==> config.mk <==
export PLATFORM = sky130hd
export DESIGN_NAME = iso8583_message_unpacker_core
export DESIGN_NICKNAME = d
export VERILOG_FILES = /design/src/hw/rtl/iso8583_pkg.sv /design/src/hw/rtl/iso8583_parse.sv /design/src/hw/rtl/iso8583_queue.sv /design/src/hw/rtl/iso8583_emit.sv /design/src/hw/rtl/iso8583_message_unpacker_core.sv
export SDC_FILE = /design/constraint.sdc
export NUM_CORES = 1
export LEC_CHECK = 0
export ABC_AREA = 1
export BUFFER_PORTS_ARGS = -buffer_cell sky130_fd_sc_hd__clkbuf_2
export CELL_PAD_IN_SITES_DETAIL_PLACEMENT = 0
export CELL_PAD_IN_SITES_GLOBAL_PLACEMENT = 1
export CORE_UTILIZATION = 45
export CTS_CLUSTER_SIZE = 40
export DETAILED_ROUTE_END_ITERATION = 10
export PLACE_DENSITY = 0.81
export SLEW_MARGIN = 15
export SYNTH_ARGS = -nofsm -noshare
export SYNTH_HDL_FRONTEND = slang
export SYNTH_SLANG_ARGS = --single-unit
==> constraint.sdc <==
create_clock -name clock -period 17 [get_ports clock]
set_input_delay 0.85 -clock clock [delete_from_list [all_inputs] [get_ports clock]]
set_output_delay 0.85 -clock clock [all_outputs]
set_load 0.05 [all_outputs]
==> src/hw/rtl/iso8583_pkg.sv <==
// Shared types, constants and field table for the ISO 8583 unpacker.
// No dependencies; used by every design module of the block except the checker.
package iso8583_pkg;

   localparam int NumSlots = 30;
   localparam logic [13:0] MaxLlllLen = 14'd99;
   localparam int QueueDepth = 4;

   typedef enum logic [2:0] {
      KIND_BCD = 3'd0,
      KIND_LLBCD = 3'd1,
      KIND_ASC = 3'd2,
      KIND_LLASC = 3'd3,
      KIND_LLLLASC = 3'd4,
      KIND_RAW = 3'd5
   } field_kind_type;

   typedef enum logic [1:0] {
      PH_LEN_HI = 2'd0,
      PH_LEN_LO = 2'd1,
      PH_SLOT = 2'd2,
      PH_DISCARD = 2'd3
   } phase_type;

   typedef struct packed {
      logic [6:0] id;
      field_kind_type kind;
      logic [6:0] size;
   } slot_desc_type;

   // One queued job: up to three results described compactly.
   typedef struct packed {
      logic [1:0] count;      // number of results (1..3)
      logic       two_chars;  // first entries are two hex digits
      logic       hex;        // characters are hex digits of data
      logic [6:0] id;
      logic [7:0] data;
      logic       last0;      // field_last of first character
      logic       last1;      // field_last of second character
      logic       has_status; // final result is a status
      logic       status;
   } job_type;

   function automatic slot_desc_type slot_desc(input logic [4:0] s);
      slot_desc_type d;
      d = '{7'd0, KIND_BCD, 7'd0};
      case (s)
         5'd0: d = '{7'd64, KIND_BCD, 7'd10};
         5'd1: d = '{7'd0, KIND_BCD, 7'd4};
         5'd2: d = '{7'd1, KIND_RAW, 7'd8};
         5'd3: d = '{7'd2, KIND_LLBCD, 7'd19};
         5'd4: d = '{7'd3, KIND_BCD, 7'd6};
         5'd5: d = '{7'd4, KIND_BCD, 7'd12};
         5'd6: d = '{7'd11, KIND_BCD, 7'd6};
         5'd7: d = '{7'd12, KIND_BCD, 7'd6};
         5'd8: d = '{7'd13, KIND_BCD, 7'd4};
         5'd9: d = '{7'd14, KIND_BCD, 7'd4};
         5'd10: d = '{7'd15, KIND_BCD, 7'd4};
         5'd11: d = '{7'd22, KIND_BCD, 7'd4};
         5'd12: d = '{7'd24, KIND_BCD, 7'd4};
         5'd13: d = '{7'd25, KIND_BCD, 7'd2};
         5'd14: d = '{7'd35, KIND_LLBCD, 7'd37};
         5'd15: d = '{7'd37, KIND_ASC, 7'd12};
         5'd16: d = '{7'd38, KIND_ASC, 7'd6};
         5'd17: d = '{7'd39, KIND_ASC, 7'd2};
         5'd18: d = '{7'd41, KIND_ASC, 7'd8};
         5'd19: d = '{7'd42, KIND_ASC, 7'd15};
         5'd20: d = '{7'd45, KIND_LLASC, 7'd76};
         5'd21: d = '{7'd49, KIND_ASC, 7'd3};
         5'd22: d = '{7'd50, KIND_ASC, 7'd3};
         5'd23: d = '{7'd54, KIND_LLLLASC, 7'd0};
         5'd24: d = '{7'd55, KIND_LLLLASC, 7'd0};
         5'd25: d = '{7'd59, KIND_LLLLASC, 7'd0};
         5'd26: d = '{7'd60, KIND_LLLLASC, 7'd0};
         5'd27: d = '{7'd61, KIND_LLLLASC, 7'd0};
         5'd28: d = '{7'd62, KIND_LLLLASC, 7'd0};
         5'd29: d = '{7'd63, KIND_LLLLASC, 7'd0};
         default: d = '{7'd0, KIND_BCD, 7'd0};
      endcase
      return d;
   endfunction

   function automatic logic [7:0] hex_char(input logic [3:0] nib);
      return (nib < 4'd10) ? (8'h30 + {4'd0, nib}) : (8'h37 + {4'd0, nib});
   endfunction

   // Nibbles above nine still weigh ten and one, so the value reaches 165.
   function automatic logic [7:0] bcd_value(input logic [7:0] b);
      return {1'b0, b[7:4], 3'd0} + {3'd0, b[7:4], 1'b0} + {4'd0, b[3:0]};
   endfunction

endpackage

==> src/hw/rtl/iso8583_parse.sv <==
// Front end: tracks frame position, bitmap and lengths, and turns each field data byte or frame end into a job.
// Depends on iso8583_pkg.
module iso8583_parse (
   input  logic                   clock,
   input  logic                   reset,
   input  logic                   in_valid,
   output logic                   in_ready,
   input  logic [7:0]             in_byte,
   output logic                   job_valid,
   input  logic                   job_ready,
   output iso8583_pkg::job_type   job
);

   iso8583_pkg::phase_type phase_ff, phase_in;
   logic [4:0]  slot_ff, slot_in;
   logic [1:0]  bcnt_ff, bcnt_in;
   logic [13:0] flen_ff, flen_in;
   logic [7:0]  lhigh_ff, lhigh_in;
   logic [15:0] decl_ff, decl_in;
   logic [15:0] cons_ff, cons_in;
   logic [63:0] bmap_ff, bmap_in;
   logic [15:0] disc_ff, disc_in;

   // Next present slot at or after slot_ff + 1, or at 0 (search over a 30-bit mask).
   logic [iso8583_pkg::NumSlots-1:0] present;
   logic [4:0] next_slot;
   logic       next_found;
   logic [4:0] search_base;
   iso8583_pkg::slot_desc_type d, nd;
   logic [7:0] b;
   logic       accept;
   logic       open_req;
   logic [14:0] l_val;
   logic [14:0] l_lim;
   logic [13:0] flen_a;

   assign b = in_byte;
   assign accept = in_valid && in_ready;
   assign in_ready = job_ready;
   assign d = iso8583_pkg::slot_desc(slot_ff);

   always_comb begin
      for (int s = 0; s < iso8583_pkg::NumSlots; s++) begin
         iso8583_pkg::slot_desc_type sd;
         sd = iso8583_pkg::slot_desc(5'(s));
         if (s < 3) begin
            present[s] = 1'b1;
         end else begin
            present[s] = bmap_in[6'(7'd64 - sd.id)];
         end
      end
   end

   always_comb begin
      next_found = 1'b0;
      next_slot = 5'd0;
      for (int s = iso8583_pkg::NumSlots - 1; s >= 0; s--) begin
         if (present[s] && (5'(s) >= search_base)) begin
            next_found = 1'b1;
            next_slot = 5'(s);
         end
      end
   end

   assign nd = iso8583_pkg::slot_desc(next_slot);

   always_comb begin
      phase_in = phase_ff;
      slot_in = slot_ff;
      bcnt_in = bcnt_ff;
      flen_in = flen_ff;
      lhigh_in = lhigh_ff;
      decl_in = decl_ff;
      cons_in = cons_ff;
      bmap_in = bmap_ff;
      disc_in = disc_ff;
      job = '0;
      job_valid = 1'b0;
      open_req = 1'b0;
      search_base = 5'd0;
      l_val = '0;
      l_lim = '0;
      flen_a = flen_ff;
      case (phase_ff)
         iso8583_pkg::PH_LEN_HI: begin
            decl_in = {b, 8'd0};
            cons_in = '0;
            bmap_in = '0;
            phase_in = iso8583_pkg::PH_LEN_LO;
         end
         iso8583_pkg::PH_LEN_LO: begin
            decl_in = {decl_ff[15:8], b};
            open_req = 1'b1;
            search_base = 5'd0;
         end
         iso8583_pkg::PH_DISCARD: begin
            if (disc_ff > 16'd1) begin
               disc_in = disc_ff - 16'd1;
            end else begin
               disc_in = '0;
               phase_in = iso8583_pkg::PH_LEN_HI;
            end
         end
         default: begin
            cons_in = cons_ff + 16'd1;
            search_base = slot_ff + 5'd1;
            if (bcnt_ff == 2'd2) begin
               lhigh_in = iso8583_pkg::bcd_value(b);
               bcnt_in = 2'd1;
            end else if (bcnt_ff == 2'd1) begin
               if (d.kind == iso8583_pkg::KIND_LLLLASC) begin
                  // 100*h = 64h + 32h + 4h
                  l_val = {1'b0, lhigh_ff, 6'd0} + {2'b0, lhigh_ff, 5'd0}
                        + {5'd0, lhigh_ff, 2'd0}
                        + {7'd0, iso8583_pkg::bcd_value(b)};
                  l_lim = {1'b0, iso8583_pkg::MaxLlllLen};
               end else begin
                  l_val = {7'd0, iso8583_pkg::bcd_value(b)};
                  l_lim = {8'd0, d.size};
               end
               flen_in = 14'((l_val > l_lim) ? l_lim : l_val);
               bcnt_in = 2'd0;
               if (flen_in == '0) open_req = 1'b1;
            end else begin
               if (flen_ff != '0) begin
                  job_valid = 1'b1;
                  job.id = d.id;
                  job.data = b;
                  if (d.kind == iso8583_pkg::KIND_BCD || d.kind == iso8583_pkg::KIND_LLBCD) begin
                     job.hex = 1'b1;
                     flen_a = flen_ff - 14'd1;
                     job.last0 = (flen_a == '0);
                     if (flen_a != '0) begin
                        job.two_chars = 1'b1;
                        flen_a = flen_a - 14'd1;
                        job.last1 = (flen_a == '0);
                        job.count = 2'd2;
                     end else begin
                        job.count = 2'd1;
                     end
                  end else begin
                     flen_a = flen_ff - 14'd1;
                     job.last0 = (flen_a == '0);
                     job.count = 2'd1;
                     if (d.kind == iso8583_pkg::KIND_RAW) bmap_in = {bmap_ff[55:0], b};
                  end
                  flen_in = flen_a;
               end
               if (flen_a == '0) open_req = 1'b1;
            end
         end
      endcase
      if (open_req) begin
         if (next_found && !(phase_ff == iso8583_pkg::PH_SLOT && slot_ff == 5'd29)) begin
            phase_in = iso8583_pkg::PH_SLOT;
            slot_in = next_slot;
            flen_in = '0;
            if (nd.kind == iso8583_pkg::KIND_LLBCD || nd.kind == iso8583_pkg::KIND_LLASC) begin
               bcnt_in = 2'd1;
            end else if (nd.kind == iso8583_pkg::KIND_LLLLASC) begin
               bcnt_in = 2'd2;
            end else begin
               bcnt_in = 2'd0;
               flen_in = {7'd0, nd.size};
            end
         end else begin
            job_valid = 1'b1;
            job.has_status = 1'b1;
            job.status = (decl_in != cons_in);
            job.count = job.count + 2'd1;
            bcnt_in = 2'd0;
            flen_in = '0;
            if (decl_in > cons_in) begin
               disc_in = decl_in - cons_in;
               phase_in = iso8583_pkg::PH_DISCARD;
            end else begin
               phase_in = iso8583_pkg::PH_LEN_HI;
            end
         end
      end
      job_valid = job_valid && accept;
   end

   always_ff @(posedge clock) begin
      if (reset) begin
         phase_ff <= iso8583_pkg::PH_LEN_HI;
         slot_ff <= '0;
         bcnt_ff <= '0;
         flen_ff <= '0;
         lhigh_ff <= '0;
         decl_ff <= '0;
         cons_ff <= '0;
         bmap_ff <= '0;
         disc_ff <= '0;
      end else if (accept) begin
         phase_ff <= phase_in;
         slot_ff <= slot_in;
         bcnt_ff <= bcnt_in;
         flen_ff <= flen_in;
         lhigh_ff <= lhigh_in;
         decl_ff <= decl_in;
         cons_ff <= cons_in;
         bmap_ff <= bmap_in;
         disc_ff <= disc_in;
      end
   end

endmodule

==> src/hw/rtl/iso8583_queue.sv <==
// Short job queue between the parser and the emitter.
// Depends on iso8583_pkg.
module iso8583_queue (
   input  logic                 clock,
   input  logic                 reset,
   input  logic                 wr_valid,
   output logic                 wr_ready,
   input  iso8583_pkg::job_type wr_job,
   output logic                 rd_valid,
   input  logic                 rd_ready,
   output iso8583_pkg::job_type rd_job
);

   localparam int AddrW = $clog2(iso8583_pkg::QueueDepth);
   iso8583_pkg::job_type mem_ff [iso8583_pkg::QueueDepth];
   logic [AddrW-1:0] wptr_ff, rptr_ff;
   logic [AddrW:0]   cnt_ff, cnt_in;
   logic             push, pop;

   assign wr_ready = (cnt_ff != (AddrW+1)'(iso8583_pkg::QueueDepth));
   assign rd_valid = (cnt_ff != '0);
   assign rd_job = mem_ff[rptr_ff];
   assign push = wr_valid && wr_ready;
   assign pop = rd_valid && rd_ready;

   always_comb begin
      cnt_in = cnt_ff;
      if (push && !pop) cnt_in = cnt_ff + 1'b1;
      else if (pop && !push) cnt_in = cnt_ff - 1'b1;
   end

   always_ff @(posedge clock) begin
      if (reset) begin
         wptr_ff <= '0;
         rptr_ff <= '0;
         cnt_ff <= '0;
      end else begin
         cnt_ff <= cnt_in;
         if (push) wptr_ff <= wptr_ff + 1'b1;
         if (pop) rptr_ff <= rptr_ff + 1'b1;
      end
   end

   always_ff @(posedge clock) begin
      if (push) mem_ff[wptr_ff] <= wr_job;
   end

endmodule

==> src/hw/rtl/iso8583_emit.sv <==
// Back end: expands each queued job into one to three result transfers.
// Depends on iso8583_pkg.
module iso8583_emit (
   input  logic                 clock,
   input  logic                 reset,
   input  logic                 job_valid,
   output logic                 job_ready,
   input  iso8583_pkg::job_type job,
   output logic                 out_valid,
   input  logic                 out_ready,
   output logic [17:0]          out_data,
   output logic                 out_user,
   output logic                 out_last
);

   logic [1:0] idx_ff, idx_in;
   logic       is_status;
   logic       final_one;
   logic [7:0] ch;
   logic       flast;

   assign out_valid = job_valid;
   assign final_one = ({1'b0, idx_ff} + 3'd1) == {1'b0, job.count};
   assign job_ready = out_ready && final_one;
   assign is_status = job.has_status && final_one;

   always_comb begin
      if (job.hex) begin
         ch = iso8583_pkg::hex_char((idx_ff == 2'd0) ? job.data[7:4] : job.data[3:0]);
      end else begin
         ch = job.data;
      end
      flast = (idx_ff == 2'd0) ? job.last0 : job.last1;
      idx_in = idx_ff;
      if (out_valid && out_ready) idx_in = final_one ? 2'd0 : idx_ff + 2'd1;
   end

   // tdata: field_id[6:0], data_char[14:7], field_last[15], status[16], pad
   assign out_data = is_status ? {1'b0, job.status, 16'd0}
                               : {2'd0, flast, ch, job.id};
   assign out_user = is_status;
   assign out_last = final_one;

   always_ff @(posedge clock) begin
      if (reset) idx_ff <= '0;
      else idx_ff <= idx_in;
   end

endmodule

==> src/hw/rtl/iso8583_message_unpacker_core.sv <==
// Top level of the ISO 8583 unpacker: parser, job queue and result emitter.
// Depends on iso8583_pkg, iso8583_parse, iso8583_queue, iso8583_emit.
//
// Channel | Direction | tdata                                   | tuser       | tlast
// req     | in        | byte_in[7:0]                            | -           | -
// rsp     | out       | field_id, data_char, field_last, status | result_kind | run_last
//
// A byte is accepted while the queue has room; results leave at one per cycle
// while rsp_tready is high, and a BCD byte yields up to two characters. The parser
// decides each byte's results in the cycle it arrives and hands them to a
// four-entry queue. Reset is synchronous and returns the frame position to the
// length prefix. Input stalls only while the queue is full.
module iso8583_message_unpacker_core (
   input  logic        clock,
   input  logic        reset,
   input  logic        req_tvalid,
   output logic        req_tready,
   input  logic [7:0]  req_tdata,   // byte_in[7:0]
   output logic        rsp_tvalid,
   input  logic        rsp_tready,
   output logic [23:0] rsp_tdata,   // field_id[6:0], data_char[14:7], field_last[15], status[16]
   output logic        rsp_tuser,   // result_kind
   output logic        rsp_tlast    // run_last
);

   iso8583_pkg::job_type pj, qj;
   logic pv, pr, qv, qr;
   logic [17:0] od;

   iso8583_parse u_parse (
      .clock, .reset, .in_valid(req_tvalid), .in_ready(req_tready), .in_byte(req_tdata),
      .job_valid(pv), .job_ready(pr), .job(pj)
   );

   iso8583_queue u_queue (
      .clock, .reset, .wr_valid(pv), .wr_ready(pr), .wr_job(pj),
      .rd_valid(qv), .rd_ready(qr), .rd_job(qj)
   );

   iso8583_emit u_emit (
      .clock, .reset, .job_valid(qv), .job_ready(qr), .job(qj),
      .out_valid(rsp_tvalid), .out_ready(rsp_tready), .out_data(od),
      .out_user(rsp_tuser), .out_last(rsp_tlast)
   );

   assign rsp_tdata = {6'd0, od};

endmodule

==> results of run 1 <==
## metal layers
layer	track usage [%]	wire length (µm)
met3	2.88	2080
met2	41.7	20600
met4	9.27	1600
met1	32.0	19700
met5	0	0
## path summary, 6_finish.rpt
kind                                     startpoint             endpoint  slack (ns)  cells past startpoint
worst min-delay path            u_parse.bmap_ff[21]  u_parse.bmap_ff[21]        0.46                      2
worst max register to register  u_parse.phase_ff[0]    u_queue.cnt_ff[2]       10.40                     25
worst min register to register  u_parse.bmap_ff[21]  u_parse.bmap_ff[21]        0.46                      2
worst max-delay path                   req_tdata[3]    u_queue.cnt_ff[2]        9.16                     43
## cells in the final DEF (no fill, tap or decap), drive strengths merged, types with 25 or more instances in the layout
| cell | n |
|---|---|
| ha | 84 |
| edfxtp | 88 |
| nand2 | 387 |
| nor3 | 33 |
| a21oi | 186 |
| o211ai | 26 |
| clkbuf | 72 |
| o21ai | 220 |
| nor2 | 256 |
| inv | 278 |
| dfxtp | 163 |
| xor2 | 43 |
| o21bai | 25 |
| nand3 | 111 |
## state kept, by name, indices dropped and copies added, names as in the netlist, named ones only
signal and count:
u_parse.phase_ff 2, u_parse.disc_ff 16, u_queue.mem_ff 88, u_parse.bcnt_ff 2, u_parse.d 17, u_parse.decl_ff 16
u_parse.bmap_ff 56, u_emit.idx_ff 2, u_parse.cons_ff 16, u_queue.cnt_ff 3, u_parse.flen_ff 14, u_parse.slot_ff 5
u_queue.wptr_ff 2, u_parse.lhigh_ff 8, u_queue.rptr_ff 2
## where the power goes
group / internal, mW / total (mW) / switching [mW]
clock network: 0.396 / 0.657 / 0.262
logic: 0.509 / 1.69 / 1.18
registers: 0.721 / 0.784 / 0.0638
total: 1.63 / 3.13 / 1.50
## worst reg2reg max path: cells and delay by family (launching register included)
| family | cells | cell delay [ns] |
|---|---|---|
| simple gates | 10 | 2.62 |
| buf+inv | 7 | 1.67 |
| fa+ha+maj | 3 | 1.00 |
| compound gates | 5 | 0.79 |
| flops | 1 | 0.41 |
## kinds of logic after synthesis
kind of cell / after synthesis / share of synthesized area, %
simple gates: 824 / 22.7
other cells: 1 / 0.0236
buf+inv: 373 / 9.32
mux: 3 / 0.197
flops: 251 / 37.2
fa+ha+maj: 96 / 8.14
xor+xnor: 61 / 3.46
compound gates: 531 / 19.0
## cell type report
class	instances	area, µm²
clock buffers	40	816
clock inverters	12	195
fillers	3431	17300
inverters	283	1070
multi-input cells	1522	8520
flip-flops and latches	251	5910
well taps	455	569
repair buffers	49	288
## metrics by stage
| step | cells | hold slack, ns | worst slack [ns] |
|---|---|---|---|
| 2_1_floorplan | 2146 | 0.436 | 9.29 |
| 3_3_place_gp | 2560 | 0.451 | 8.53 |
| 3_5_place_dp | 2560 | 0.456 | 8.32 |
| 4_1_cts | 2612 | 0.466 | 8.88 |
| 5_1_grt | 2612 | 0.484 | 8.54 |
| 6_report | 2612 | 0.464 | 9.16 |
==> qor_table.md, run 1 <==
| Quantity | Reported |
| --- | --- |
| Library cell contributing the largest single delay on the critical path | sky130_fd_sc_hd__fa_1 |
| Post-cts resize count | 0 |
| Count of different cell masters after synthesis | 71 |
| Clk Latency, worst-skew pair | 0.57 ns |
| DRC Markers | 0 |
| Hold violation total from the final report | 0 |
| GRT Residual Overflow | 0 |
| Via count of the first global-routing pass | 13,400 |
| Critical path endpoint category | flop |
| Power density cells | 180 nW/µm² |
| Number of DRC violations after detailed-routing iteration 0 | 1,064 |
| Path class of the lowest-slack min-delay path | reg -> reg |
| Leak pwr | 7.62 nW |
| Cell count after synthesis | 2,140 |
| Count of hold buffers inserted by post-cts repair | 0 |
| Slew Limit Fails | 0 |
| Signal arrival time at the worst endpoint | 8.29 ns |
| First-pass GRT wire length | 70,800 µm |
| Count of nets left with antenna violations after detail routing | 0 |
| Kind of launch point of the worst setup path | input pin |
| Via count | 14,100 |
| Peak clock frequency supported by timing | 0.128 GHz |
| Unrepaired setup endpoints after global routing | false |
| Largest net degree at the start of global routing | 59 |
| Share of the yosys chip area belonging to registers | 37.2% |
| Die height | 190 µm |
| Predominant post-synthesis flop cell | sky130_fd_sc_hd__dfxtp_1 |
| Synthesis-to-layout area growth | 9.44% |
| Slew at the pin closest to its max-slew limit | 0.989 ns |
| Buffer type at the clock tree root | sky130_fd_sc_hd__clkbuf_16 |
| Max-Slew Margin vs Limit | 34.0% |
| Max IR drop VDD | 0.190 mV |
| Antenna violations before repair | 0 |
| Proportion of register bits with asynchronous set or reset after synthesis | 0% |
| Post-synthesis register bit count | 251 |
| IO Port Bufs | 32 |
| Cell with the most instances after synthesis | sky130_fd_sc_hd__nand2_1 |
| Setup-failing EPs final | 0 |
| Cell area reported after detailed placement | 16,400 µm² |
| Post-layout minimum cycle time | 7.84 ns |
| YS warnings | 0 |
| Mapped Avg Cell Area | 7.42 µm² |
| GRT Overall Usage | 24.6% |
| Worst Path Required | 17.45 ns |
| Core area | 34,600 µm² |
| Die width | 190 µm |
| Biggest area consumer among synthesized cells | sky130_fd_sc_hd__dfxtp_1 |
| Final WL | 44,100 µm |
| Maximum buffer depth of the clock tree | 3 |
| Number of flops mapped to enable cells by yosys | 88 |
| Post-synthesis cell area | 15,900 µm² |
| Clock-pin slew reported for the worst setup and hold paths after clock tree synthesis | 0.06 ns |
| Clock tree sinks | 251 |
| Longest individual stage delay on the worst path | 0.61 ns |
| Post-layout util | 50.2% |
| Setup skew after layout | 0.0133 ns |
| I/O pin count | 40 |
| First-pass iteration count of the detailed router | 9 |
| Final HPWL from detailed placement | 31,600 µm |
| TritonCTS clock tree | built |
| Post-CTS setup buffer count | 0 |
| Largest cells by area after synthesis | sky130_fd_sc_hd__dfxtp_1 21%, sky130_fd_sc_hd__edfxtp_1 17%, sky130_fd_sc_hd__nand2_1 8.8% |
| Vias per cell | 5.42 |
| Layout cell share with drive strength beyond 1 | 8.07% |
| Weighted congestion at the end of routability-driven global placement | 0.913 |
| Worst path top cell family by delay | adder cells |
| Number of nets in the layout | 2,243 |
| Critical path class | in -> reg |
| Die area | 36,000 µm² |
| Count of buffer and inverter cells on the critical path | 8 |
| Antenna Cells | 0 |
| Final instance area | 17,400 µm² |
| Top fanout value on the critical path | 14 |
| Ranking of synthesized cells by instance count | 374 x sky130_fd_sc_hd__nand2_1, 261 x sky130_fd_sc_hd__inv_1, 239 x sky130_fd_sc_hd__nor2_1 |
| CTS Buf Count | 28 |
| Outcome | completed |
| Number of cell rows | 68 |
| CTS H-tree lvls | 1 |
| Average wire per cell in the routed design | 16.9 µm |
| Number of maximum-capacitance constraint violations | 0 |
| Initial standard-cell utilization of the core | 45.8% |
| Final Total Pwr | 3.13 mW |
| Period utilisation layout | 46.1% |
| Proportion of netlist area held by the largest area contributor | 20.6% |
| Setup tns final | 0 ns |
No activity file was read; power rests on OpenSTA's default activity.
==> run 2, diff against run 1 <==
--- a/config.mk
+++ b/config.mk
@@ -5,14 +5,14 @@
 export SDC_FILE = /design/constraint.sdc
 export NUM_CORES = 1
 export LEC_CHECK = 0
-export ABC_AREA = 1
+export ABC_AREA = 0
 export BUFFER_PORTS_ARGS = -buffer_cell sky130_fd_sc_hd__clkbuf_2
 export CELL_PAD_IN_SITES_DETAIL_PLACEMENT = 0
 export CELL_PAD_IN_SITES_GLOBAL_PLACEMENT = 1
 export CORE_UTILIZATION = 45
 export CTS_CLUSTER_SIZE = 40
 export DETAILED_ROUTE_END_ITERATION = 10
-export PLACE_DENSITY = 0.81
+export PLACE_DENSITY = 0.79
 export SLEW_MARGIN = 15
 export SYNTH_ARGS = -nofsm -noshare
 export SYNTH_HDL_FRONTEND = slang
==> constraint.sdc (replaced) <==
create_clock -name clock -period 7.7 [get_ports clock]
set_input_delay 0.385 -clock clock [delete_from_list [all_inputs] [get_ports clock]]
set_output_delay 0.385 -clock clock [all_outputs]
set_load 0.05 [all_outputs]
==> run 2 against run 1 <==
Compared with the run above: area after synthesis increased by 2.6%; register-to-register slack got worse by 9.0 ns; via count decreased by 0.31%; setup slack got worse by 8.2 ns; clock-buffer cell count decreased by 5; clock skew increased by 0.011 ns; total power increased by 48%; first-iteration DRC count decreased by 2.6%; highest routed layer unchanged.
==> qor_table.md, run 2 <==
| Quantity | Reported | Delta |
| --- | --- | --- |
| Outcome | completed | unchanged |
| Wire length on met1 | 21,100 µm | was 19,700 µm |
| Die area | 37,000 µm² | was 36,000 µm² |
| Die height | 192 µm | was 190 µm |
| Net load switching power | 1.79 mW | was 1.50 mW |
| Clock-pin slew reported for the worst setup and hold paths after clock tree synthesis | 0.06 ns | about the same |
| Largest register by flop count | u_queue.mem_ff | unchanged |
| Clock power frac | 30.8% | was 21.0% |
| Kind of launch point of the worst setup path | input pin | unchanged |
| Clk Latency, worst-skew pair | 0.57 ns | about the same |
| Leak pwr | 6.52 nW | was 7.62 nW |
| Max-Slew Margin vs Limit | 19.7% | was 34.0% |
| Core area | 35,600 µm² | was 34,600 µm² |
| Clock tree sinks | 251 | unchanged |
| Post-cts resize count | 0 | unchanged |
| Largest cells by area after synthesis | sky130_fd_sc_hd__dfxtp_1 20%, sky130_fd_sc_hd__edfxtp_1 16%, sky130_fd_sc_hd__ha_1 6.5% | was sky130_fd_sc_hd__dfxtp_1 21%, sky130_fd_sc_hd__edfxtp_1 17%, sky130_fd_sc_hd__nand2_1 8.8% |
| TritonCTS clock tree | built | unchanged |
| Period utilisation layout | 87.6% |  |
| Post-synthesis register bit count | 251 | unchanged |
| Endpoint, Worst Hold | u_parse.bmap_ff[3] | was u_parse.bmap_ff[21] |
| Number of DRC violations after detailed-routing iteration 0 | 1,036 | was 1,064 |
| Mapped Avg Cell Area | 8.69 µm² | was 7.42 µm² |
| Setup tns final | 0 ns | unchanged |
| Worst Path Required | 8.19 ns | was 17.45 ns |
| Fraction of power consumed by sequential logic | 31.7% | was 25.1% |
| DRC Markers | 0 | unchanged |
| Count of different cell masters after synthesis | 103 | was 71 |
| Die width | 192 µm | was 190 µm |
| Number of flops mapped to enable cells by yosys | 88 | unchanged |
| Max IR drop VDD | 0.205 mV | was 0.190 mV |
| Multiplexer fraction of the synthesized cell area | 5.37% | was 0.197% |
| Adder-cell share of the synthesized area | 7.93% | was 8.14% |
| Longest individual stage delay on the worst path | 0.54 ns | was 0.61 ns |
| Count of hold buffers inserted by post-cts repair | 0 | unchanged |
| Library cell contributing the largest single delay on the critical path | sky130_fd_sc_hd__fa_1 | unchanged |
| Signal arrival time at the worst endpoint | 7.24 ns | was 8.29 ns |
| Top fanout value on the critical path | 5 | was 14 |
| Biggest area consumer among synthesized cells | sky130_fd_sc_hd__dfxtp_1 | unchanged |
| CTS H-tree lvls | 1 | unchanged |
| Final HPWL from detailed placement | 32,900 µm | was 31,600 µm |
| Setup skew after layout | 0.0241 ns | was 0.0133 ns |
| Antenna Cells | 0 | unchanged |
| Synthesis-to-layout area growth | 9.72% | was 9.44% |
| R2R Path End | u_parse.flen_ff[4] | was u_queue.cnt_ff[2] |
| Startpoint of the worst register-to-register path | u_parse.flen_ff[0] | was u_parse.phase_ff[0] |
| CTS Buf Count | 28 | unchanged |
| Number of cell rows | 69 | was 68 |
| Crit-path most repeated cell | sky130_fd_sc_hd__fa_1 |  |
| Post-synthesis cell area | 16,300 µm² | was 15,900 µm² |
| Final instance area | 17,900 µm² | was 17,400 µm² |
| Flip-flop count of the largest register after layout | 88 | unchanged |
| Peak clock frequency supported by timing | 0.148 GHz |  |
| Largest net degree at the start of global routing | 73 | was 59 |
| Most frequent cells in the layout | 205 x sky130_fd_sc_hd__nor2_1, 164 x sky130_fd_sc_hd__nand2_1, 163 x sky130_fd_sc_hd__dfxtp_1, 155 x sky130_fd_sc_hd__a21oi_1, 93 x sky130_fd_sc_hd__nand3_1 | was 374 x sky130_fd_sc_hd__nand2_1, 259 x sky130_fd_sc_hd__inv_1, 235 x sky130_fd_sc_hd__nor2_1, 204 x sky130_fd_sc_hd__o21ai_0, 185 x sky130_fd_sc_hd__a21oi_1 |
| Proportion of netlist area held by the largest area contributor | 20.0% | was 20.6% |
| YS warnings | 0 | unchanged |
| Highest metal used | met4 | unchanged |
| Number of nets in the layout | 1,974 | was 2,243 |
| Hold violation total from the final report | 0 | unchanged |
| Setup-failing EPs final | 0 | unchanged |
| First-pass GRT wire length | 71,900 µm | was 70,800 µm |
| Post-CTS setup buffer count | 0 | unchanged |
| IO Port Bufs | 32 | unchanged |
| GRT Overall Usage | 24.6% | about the same |
| Cell count after synthesis | 1,874 | was 2,140 |
| Area share of xor/xnor cells in the synthesized design | 3.47% | was 3.46% |
| Vias per cell | 6.00 | was 5.42 |
| Combined area of the multi-input logic cells | 9610 µm² | was 8520 µm² |
| First-pass iteration count of the detailed router | 7 | was 9 |
| Maximum buffer depth of the clock tree | 3 | unchanged |
| Cell area reported after detailed placement | 16,900 µm² | was 16,400 µm² |
| Count of nets left with antenna violations after detail routing | 0 | unchanged |
| Via count | 14,100 | about the same |
| Largest family of logic cells by synthesized area | simple AND/OR/NAND/NOR gates | unchanged |
| Number of maximum-capacitance constraint violations | 0 | unchanged |
| Unrepaired setup endpoints after global routing | false | unchanged |
| Critical path endpoint category | flop | unchanged |
| GRT Residual Overflow | 0 | unchanged |
| Count of cells along the worst register-to-register path | 20 | was 25 |
| Slew Limit Fails | 0 | unchanged |
| Critical path class | in -> reg | unchanged |
| Via count of the first global-routing pass | 13,200 | was 13,400 |
| Combinational group share of total power | 37.4% | was 53.9% |
| Count of filler cells inserted in the layout | 3,404 | was 3,431 |
| Post-synthesis compound-gate area fraction | 19.8% | was 19.0% |
| Weighted congestion at the end of routability-driven global placement | 0.890 | was 0.913 |
| Slew at the pin closest to its max-slew limit | 1.21 ns | was 0.989 ns |
| Post-layout minimum cycle time | 6.75 ns |  |
| Buffer type at the clock tree root | sky130_fd_sc_hd__clkbuf_16 | unchanged |
| Initial standard-cell utilization of the core | 45.8% | about the same |
| Switching part of the total | 38.6% | was 48.0% |
| Average wire per cell in the routed design | 19.5 µm | was 16.9 µm |
| Power density cells | 259 nW/µm² | was 180 nW/µm² |
| Predominant post-synthesis flop cell | sky130_fd_sc_hd__dfxtp_1 | unchanged |
| Register-to-register setup slack | 1.40 ns | was 10.40 ns |
| Layout cell share with drive strength beyond 1 | 11.7% | was 8.07% |
| Antenna violations before repair | 0 | unchanged |
| Hold Path Depth | 3 | was 2 |
| WL met2 | 20,800 µm | was 20,600 µm |
| Final Total Pwr | 4.63 mW | was 3.13 mW |
| Most common library cell in the layout ignoring fill and taps | sky130_fd_sc_hd__nor2_1 | was sky130_fd_sc_hd__nand2_1 |
| Cell with the most instances after synthesis | sky130_fd_sc_hd__nor2_1 | was sky130_fd_sc_hd__nand2_1 |
| Seq. cell area | 5910 µm² | unchanged |
| Final WL | 45,900 µm | was 44,100 µm |
| Ranking of synthesized cells by instance count | 206 x sky130_fd_sc_hd__nor2_1, 164 x sky130_fd_sc_hd__nand2_1, 163 x sky130_fd_sc_hd__dfxtp_1 | was 374 x sky130_fd_sc_hd__nand2_1, 261 x sky130_fd_sc_hd__inv_1, 239 x sky130_fd_sc_hd__nor2_1 |
| Path class of the lowest-slack min-delay path | in -> reg | was reg -> reg |
| Share of the yosys chip area belonging to registers | 36.3% | was 37.2% |
| Post-Synth Simple-Gate Area | 22.1% | was 22.7% |
| Hold Crit Start | req_tdata[3] | was u_parse.bmap_ff[21] |
| I/O pin count | 40 | unchanged |
| Detail Route met3 WL | 2640 µm | was 2080 µm |
| Cell-internal power | 2.85 mW | was 1.63 mW |
| Proportion of register bits with asynchronous set or reset after synthesis | 0% | unchanged |
==> run 2: area by class of cell <==
| cell class | count | share of cell area [%] |
|---|---|---|
| clock buffer | 35 | 4.47 |
| clock inverter | 17 | 1.09 |
| inverter | 74 | 1.55 |
| multi-input combinational | 1433 | 53.8 |
| sequential | 251 | 33.1 |
| tap | 461 | 3.23 |
| timing repair buffer | 78 | 2.84 |
==> run 2: how the worst max path moves through the flow <==
stage	from	to	slack (ns)	cells past startpoint
global route	req_tdata[4]	u_queue.cnt_ff[2]	0.47	30
CTS	req_tdata[4]	u_queue.cnt_ff[2]	0.98	30
floorplan	req_tdata[3]	u_queue.cnt_ff[2]	0.88	29
global placement	req_tdata[3]	u_queue.cnt_ff[2]	0.57	31
detailed placement	req_tdata[4]	u_queue.cnt_ff[2]	0.43	30
finish	req_tdata[4]	u_queue.cnt_ff[2]	0.95	30
==> run 2: routing by layer <==
metal  GRT usage (%)  up-vias
li1                -     6845
met1            33.6     6783
met2            40.2      391
met3            3.51       81
met4            7.60        0
met5               0        -
==> run 2: power groups by stage <==
stage	Sequential (mW)	Combinational, mW	Clock, mW
CTS	1.47	1.72	1.46
global placement	1.50	1.70	0
global route	1.48	1.89	1.51
detailed placement	1.50	1.72	0
floorplan	1.47	1.29	0
finish	1.47	1.74	1.43
==> run 2: critical path: cells and delay by family <==
kind | cells | cell delay (ns)
AO/OA/AOI/OAI | 9 | 1.42
XOR/XNOR | 3 | 0.60
adder cells (fa/ha/maj) | 8 | 3.32
AND/OR/NAND/NOR | 7 | 1.19
buffers and inverters | 3 | 0.30
==> run 2: kinds of logic after synthesis <==
logic type	Yosys count
mux	56
fa+ha+maj	96
other cells	1
buf+inv	196
compound gates	489
flops	251
xor+xnor	61
simple gates	724
==> run 2: through the flow <==
stage / utilization [%] / hold WS (ns) / cells / setup slack (ns)
after floorplan: - / 0.427 / 1880 / 0.878
after global placement: 47.4 / 0.439 / 2297 / 0.573
after detailed placement: 47.4 / 0.445 / 2297 / 0.430
after CTS: 50.2 / 0.146 / 2349 / 0.981
after global routing: 50.2 / 0.174 / 2349 / 0.467
final: 50.2 / 0.156 / 2349 / 0.954
